**src/cfd_pkg.sv**
```systemverilog
package cfd_pkg;

  // Fixed field widths of the ports
  localparam int MOD_BITS  = 26;
  localparam int BASE_BITS = 9;

  // Delay register after reset, in whole samples
  localparam logic [BASE_BITS-1:0] BASE_RESET = 9'd16;

  // Modulation may swing to within this many samples of the base delay
  localparam logic [BASE_BITS-1:0] CLAMP_MARGIN = 9'd4;

  // Interpolation neighbors, one per ring bank
  localparam int TAPS = 4;

  // Load enables for the interpolation stages
  typedef struct packed {
    logic coef;
    logic mul1;
    logic mul2;
    logic mul3;
    logic fin;
  } cfd_adv_t;

endpackage

```
**src/cfd_horner.sv**
```systemverilog
module cfd_horner #(
  parameter int SAMPLE_BITS = 24,
  parameter int FRAC_BITS   = 16
) (
  input  logic                          clk,
  input  cfd_pkg::cfd_adv_t             adv,
  input  logic signed [SAMPLE_BITS-1:0] taps [cfd_pkg::TAPS],
  input  logic [FRAC_BITS-1:0]          frac,
  input  logic                          warm,
  output logic signed [SAMPLE_BITS-1:0] sample_out,
  output logic                          warming_up
);
  import cfd_pkg::*;

  // Coefficient and Horner accumulator width, product width
  localparam int CW = SAMPLE_BITS + 5;
  localparam int PW = CW + FRAC_BITS + 1;
  localparam int PX = PW + 1;
  localparam logic signed [PX-1:0] HALF = PX'(1) <<< (FRAC_BITS - 1);
  localparam logic signed [CW-1:0] SMAX =
    {{(CW - SAMPLE_BITS + 1){1'b0}}, {(SAMPLE_BITS - 1){1'b1}}};
  localparam logic signed [CW-1:0] SMIN =
    {{(CW - SAMPLE_BITS + 1){1'b1}}, {(SAMPLE_BITS - 1){1'b0}}};

  // Round half up and drop the fraction bits
  function automatic logic signed [CW-1:0] rnd(input logic signed [PW-1:0] p);
    logic signed [PX-1:0] s;
    s = PX'(p) + HALF;
    return CW'(s >>> FRAC_BITS);
  endfunction

  logic signed [CW-1:0] y0, y1, y2, y3;
  logic signed [CW-1:0] d12;

  // Coefficient stage
  logic signed [CW-1:0] c1a, c2a, c3a, y1a;
  logic [FRAC_BITS-1:0] ta;
  logic                 warma;

  // First product stage
  logic signed [PW-1:0] p1;
  logic signed [CW-1:0] c1b, c2b, y1b;
  logic [FRAC_BITS-1:0] tb;
  logic                 warmb;

  // Second product stage
  logic signed [PW-1:0] p2;
  logic signed [CW-1:0] c1c, y1c;
  logic [FRAC_BITS-1:0] tc;
  logic                 warmc;

  // Third product stage
  logic signed [PW-1:0] p3;
  logic signed [CW-1:0] y1d;
  logic                 warmd;

  logic signed [CW-1:0] h1, h2, h3, y_full;

  assign y0  = CW'(taps[0]);
  assign y1  = CW'(taps[1]);
  assign y2  = CW'(taps[2]);
  assign y3  = CW'(taps[3]);
  assign d12 = y1 - y2;

  // Form the doubled Catmull-Rom coefficients
  always_ff @(posedge clk) begin
    if (adv.coef) begin
      c1a   <= y2 - y0;
      c2a   <= (y0 <<< 1) - (y1 <<< 2) - y1 + (y2 <<< 2) - y3;
      c3a   <= (y3 - y0) + (d12 <<< 1) + d12;
      y1a   <= y1;
      ta    <= frac;
      warma <= warm;
    end
  end

  // Cubic term times the fraction
  always_ff @(posedge clk) begin
    if (adv.mul1) begin
      p1    <= PW'(c3a) * PW'(signed'({1'b0, ta}));
      c1b   <= c1a;
      c2b   <= c2a;
      y1b   <= y1a;
      tb    <= ta;
      warmb <= warma;
    end
  end

  assign h1 = rnd(p1) + c2b;

  // Quadratic step
  always_ff @(posedge clk) begin
    if (adv.mul2) begin
      p2    <= PW'(h1) * PW'(signed'({1'b0, tb}));
      c1c   <= c1b;
      y1c   <= y1b;
      tc    <= tb;
      warmc <= warmb;
    end
  end

  assign h2 = rnd(p2) + c1c;

  // Linear step
  always_ff @(posedge clk) begin
    if (adv.mul3) begin
      p3    <= PW'(h2) * PW'(signed'({1'b0, tc}));
      y1d   <= y1c;
      warmd <= warmc;
    end
  end

  // Halve the doubled sum with rounding and add the base tap
  assign h3     = rnd(p3);
  assign y_full = y1d + ((h3 + CW'(1)) >>> 1);

  // Saturate into the result register, zero during warm-up
  always_ff @(posedge clk) begin
    if (adv.fin) begin
      warming_up <= warmd;
      if (warmd) begin
        sample_out <= '0;
      end else if (y_full > SMAX) begin
        sample_out <= SMAX[SAMPLE_BITS-1:0];
      end else if (y_full < SMIN) begin
        sample_out <= SMIN[SAMPLE_BITS-1:0];
      end else begin
        sample_out <= y_full[SAMPLE_BITS-1:0];
      end
    end
  end

endmodule

```
**config.mk**
```make
export PLATFORM = sky130hd
export DESIGN_NAME = cfd_horner
export DESIGN_NICKNAME = d
export VERILOG_FILES = /design/src/cfd_pkg.sv /design/src/cfd_horner.sv
export SDC_FILE = /design/constraint.sdc
export NUM_CORES = 2
export LEC_CHECK = 0
export ABC_CLOCK_PERIOD_IN_PS = 10900
export BUFFER_PORTS_ARGS = -buffer_cell sky130_fd_sc_hd__buf_2
export CAP_MARGIN = 5
export CORE_MARGIN = 3
export CORE_UTILIZATION = 30
export CTS_CLUSTER_DIAMETER = 80
export DETAILED_ROUTE_END_ITERATION = 10
export SKIP_LAST_GASP = 1
export SYNTH_ARGS = -nofsm -noshare
export SYNTH_HDL_FRONTEND = slang
export SYNTH_SLANG_ARGS = --single-unit
```
**constraint.sdc**
```tcl
create_clock -name clk -period 10.9 [get_ports clk]
set_input_delay 0.545 -clock clk [delete_from_list [all_inputs] [get_ports clk]]
set_output_delay 0.545 -clock clk [all_outputs]
set_load 0.03 [all_outputs]
```
### Yosys cells after proc, flatten, opt, wreduce, memory -nomap -nowiden

Cells that the tools add are included.
W data, S select, Z words.

* multiply operators: 3
* mux-type cells: 2
* reductions and logical operators: 1
* order comparisons: 2
* add/sub/neg operators: 16

Operator list (count)
* $add A45 B17 Y45 const B: 3
* $mul A29 B17 Y45: 2
* $sub A24 B24 Y25: 3
* $add A29 B29 Y29: 2
* $mul A28 B17 Y45: 1
* $add A24 B28 Y29: 1
* $add A28 B26 Y29: 1
* $add A29 B2 Y29 const B: 1
* $gt A29 B24 Y1 const B: 1
* $lt A29 B24 Y1 const B: 1
* $sub A29 B24 Y29: 1
* $add A27 B25 Y28: 1
* $sub A27 B24 Y28: 1
* $add A25 B26 Y27: 1
* $sub A25 B26 Y27: 1
* $mux W24: 1
* $mux W23: 1
* $reduce_or A2 Y1: 1

* register bits: 481
* logic and storage cells: 47
* input port bits: 119
* output and inout port bits: 25

### Logic depth before layout (Yosys ltp)

* depth in word-level cells: 6
* depth in mapped cells: 40
* gate-level depth less buffers: 38

### Least setup slack after synthesis

Ideal clock, no wire load.

* path kind: register to register
* start: reg p2[17]
* end: reg p3[44], data pin
* setup time: 0.266 ns
* period minus slack after synthesis: 8.715 ns
* data required time: 10.634 ns
* arrival time: 8.449 ns
* slack: 2.185 ns
* path buffers: 3
* cell stages (with the launch flop): 41
* cells stage by stage: edfxtp_1 and3_1 and2_1 clkbuf_2 and3_1 nand2_1 xnor2_1 ha_1 a21o_1 nor3_1 nand2_1 a211oi_1 nor3_1 o21ai_0 a211oi_1 o21a_1 or3_1 clkbuf_1 (+5 left out) fa_1 inv_1 fa_1 fa_1 inv_1 fa_1 inv_1 ha_1 a21o_1 a21o_1 a21oi_1 o21a_1 nor2_1 a21bo_2 a21oi_1 a22o_1 o41ai_1 xnor2_1

* cells in the longest elaborated chain, start to end: 3

Ends and longest elaborated chain
* start: declaration: RTL line cfd_horner.sv:47 `logic signed [PW-1:0] p2;`
* start signal: assignment: RTL line cfd_horner.sv:94 `p2 <= PW'(h1) * PW'(signed'({1'b0, tb}));`
* $add A45 B17 Y45: RTL line cfd_horner.sv:28 `s = PX'(p) + HALF;`
* $add A29 B29 Y29: RTL line cfd_horner.sv:102 `assign h2 = rnd(p2) + c1c;`
* $mul A29 B17 Y45: RTL line cfd_horner.sv:107 `p3 <= PW'(h2) * PW'(signed'({1'b0, tc}));`
* end signal: assignment: RTL line cfd_horner.sv:107
* end: declaration: RTL line cfd_horner.sv:53 `logic signed [PW-1:0] p3;`

No other way between the ends.
A chain may end at the register's enable or synchronous reset.

### Final worst setup path

* start: reg p2[21]
* end: reg p3[44], data pin

The elaborated chain is that of the path after synthesis.

==> summary.md <==
• **Critical-path top delay cell** sky130_fd_sc_hd__nor4_1
• **number of standard cells after synthesis** 7704
• **Worst Path Class, Setup** register to register
• **global-route wire length before repair** 327 mm
• **TritonCTS clock tree** done
• **drt initial violations** 3605
• **Syn Nets** 9791
• **CTS H-tree depth** 2
• **area of the core region** 247000 µm²
• **worst hold-check path type** input pin to register
• **pin count of the biggest net entering global routing** 78
• **unrepaired setup endpoints after global routing** false
• **Critical Path Max Stage Delay** 0.78 ns
• **number of ports placed on the die boundary** 144
• **source of the critical timing path** p2[21]
• **number of max-cap violations** 0
• **area of all sequential standard cells** 12700 µm²
• **Die H** 505 µm
• **DRT Pass-1 Iters** 7
• **Routed WL per cell** 18.5 µm
• **growth of design area from synthesis to finish** 8.89%
• **vias after detailed routing** 52500
• **cell with the most instances after synthesis** sky130_fd_sc_hd__inv_1
• **number of antenna violations at the first check in global routing** 19
• **Post-CTS Repair Setup Buffers** 0
• **Setup violations, final** 0
• **number of input and output port buffers inserted** 143
• **overall die width** 505 µm
• **clk slew on worst S/H paths** 0.07 ns
• **Fin Setup TNS** 0 ns
• **syn_area_per_cell** 9.71 µm²
• **CP dominant cell by count** sky130_fd_sc_hd__fa_1
• **synth top area cells** sky130_fd_sc_hd__fa_1 38%, sky130_fd_sc_hd__edfxtp_1 17%, sky130_fd_sc_hd__ha_1 9.0%
• **number of enable-type register cells in the synthesized netlist** 424
• **global placer's final weighted congestion** 0.955
• **CTS Buf Count** 50
• **clk buf depth** 3
• **area used by multi-input combinational logic** 54500 µm²
• **Final Max Slew Viols** 0
• **kind of end point of the critical path** register
• **FF-to-FF setup slack** 1.14 ns
• **launch point of the worst reg-to-reg path** p2[21]
• **initial core utilization** 0.303
• **fillers** 25200
• **Max Fanout on Critical Path** 21
• **arrival time reported for the critical path endpoint** 10.17 ns
• **Total GRT Usage** 0.162
• **data required time of the critical path** 11.30 ns
• **area share of the largest cell type after synthesis** 0.383
• **final hold viol count** 0
• **vias in the first global route** 57400
• **Register-to-Register Path Depth** 30
• **netlist area before placement** 74800 µm²
• **Worst Setup EP** p3[44]
• **Tcrit/Tclk final** 0.896
• **Top FF cell, synth** sky130_fd_sc_hd__edfxtp_1
• **hold bufs inserted after CTS** 1
• **Yosys Warn Count** 0
• **Post-synth top cells** 1754 x sky130_fd_sc_hd__inv_1, 1431 x sky130_fd_sc_hd__fa_1, 888 x sky130_fd_sc_hd__nand2_1
• **sum of routed wire length over all layers** 205 mm
• **number of placed instances with taps included** 11000
• **share of synthesized area occupied by flip-flops and latches** 0.170
• **Relative slew margins** 0.251
• **number of nets in the layout** 9836
• **remaining number of nets flagged by the antenna check after routing** 0
• **largest area contributor in the netlist** sky130_fd_sc_hd__fa_1
• **share of synthesized registers carrying an async set or reset** 0
• **kind of launch point of the worst setup path** register
• **upper clock frequency limit** 102 MHz
• **count of cells resized by post-cts repair** 0
• **# DRC** 0
• **proportion of layout cells with a drive suffix above 1** 0.0532
• **Core Rows** 182
• **post-layout min period** 9.76 ns
• **global route overflow** 0
• **critical register-to-register path endpoint** p3[44]
• **Fin Clk Skew** 0.0419 ns
• **post-synthesis cell type count** 97
• **total clock sinks** 424
• **Post-Layout Cell Count** 11100
• **Seq cells post-synth** 424
• **pin slew with the least headroom to its limit** 1.11 ns
• **buffer type at the clock tree root** sky130_fd_sc_hd__clkbuf_16
• **run status** finished clean
• **latest clock arrival within the worst-skew pair** 0.67 ns
• **full die area** 256000 µm²
• **per-cell via count in the routed design** 4.72
• **Final HPWL DP** 162 mm
[cell usage in the layout, fill, tap and decap left out, drive strengths merged, types with 58 or more instances in the layout]
| cell type | count |
|---|---|
| xor2 | 120 |
| xnor2 | 271 |
| inv | 1760 |
| a21o | 107 |
| nor2b | 58 |
| nand3 | 96 |
| and2 | 589 |
| edfxtp | 424 |
| ha | 537 |
| fa | 1431 |
| a21oi | 213 |
| buf | 271 |
| o21ai | 142 |
| nand2 | 890 |
| nor2 | 195 |
[cells by family after synthesis]
logic type | after synthesis | share of synthesized area
compound gates | 761 | 0.0666
xor+xnor | 391 | 0.0458
fa+ha+maj | 1975 | 0.473
buf+inv | 2034 | 0.103
flops | 424 | 0.170
mux | 4 | 0.000552
simple gates | 2115 | 0.141
[metal layers]
metal / share of wire / track usage / up-vias
li1: - / - / 23700
met1: 0.43 / 0.217 / 26800
met2: 0.48 / 0.274 / 1615
met4: 0.034 / 0.0493 / 0
met5: 0 / 0 / -
met3: 0.056 / 0.0191 / 336
[worst min path at each step]
stage	from	slack, ns	depth (start not counted)	end
2_1_floorplan	c1a[0]	0.40	0	c1b[0]
3_3_place_gp	y1b[1]	0.40	0	y1c[1]
3_5_place_dp	y1a[11]	0.40	0	y1b[11]
4_1_cts	frac[12]	0.03	1	ta[12]
5_1_grt	frac[12]	0.05	1	ta[12]
6_report	frac[12]	0.08	1	ta[12]
[registers in the layout (all words and copies together) (netlist names), 24 cells and up]
signal,cells
p1,30
y1a,24
y1b,24
c1c,25
y1d,24
c2a,29
sample_out,24
p2,30
c1b,25
c1a,25
c2b,29
y1c,24
c3a,28
p3,30
[layout make-up]
type | count | area share
sequential | 424 | 0.156
timing repair buffer | 272 | 0.0208
tap | 3312 | 0.0508
clock buffer | 54 | 0.0155
multi-input combinational | 5246 | 0.669
clock inverter | 37 | 0.00674
antenna | 9 | 0.000276
inverter | 1755 | 0.0808
[metrics by stage]
stage	area [µm²]	worst slack (ns)	util	hold slack, ns
after floorplan	74800	2.19	-	0.400
after global placement	79600	1.25	0.322	0.401
after detailed placement	79600	1.08	0.322	0.405
after CTS	81500	1.04	0.330	0.0316
after global routing	81500	0.317	0.330	0.0504
final	81500	1.14	0.330	0.0776
[critical path, delay by kind of cell, from the launching register on]
family                     cells  cell delay, ns
AOI/OAI and AO/OA             10            2.77
xor gates and xnor gates       2            0.26
adders and majority gates      8            3.79
buffers and inverters          3            0.14
DFF                            1            0.41
and+or+nand+nor                7            2.14
Power is left out: the tool's default activity adds up to more than one toggle a clock period on the data nets, which glitch-free logic cannot reach.
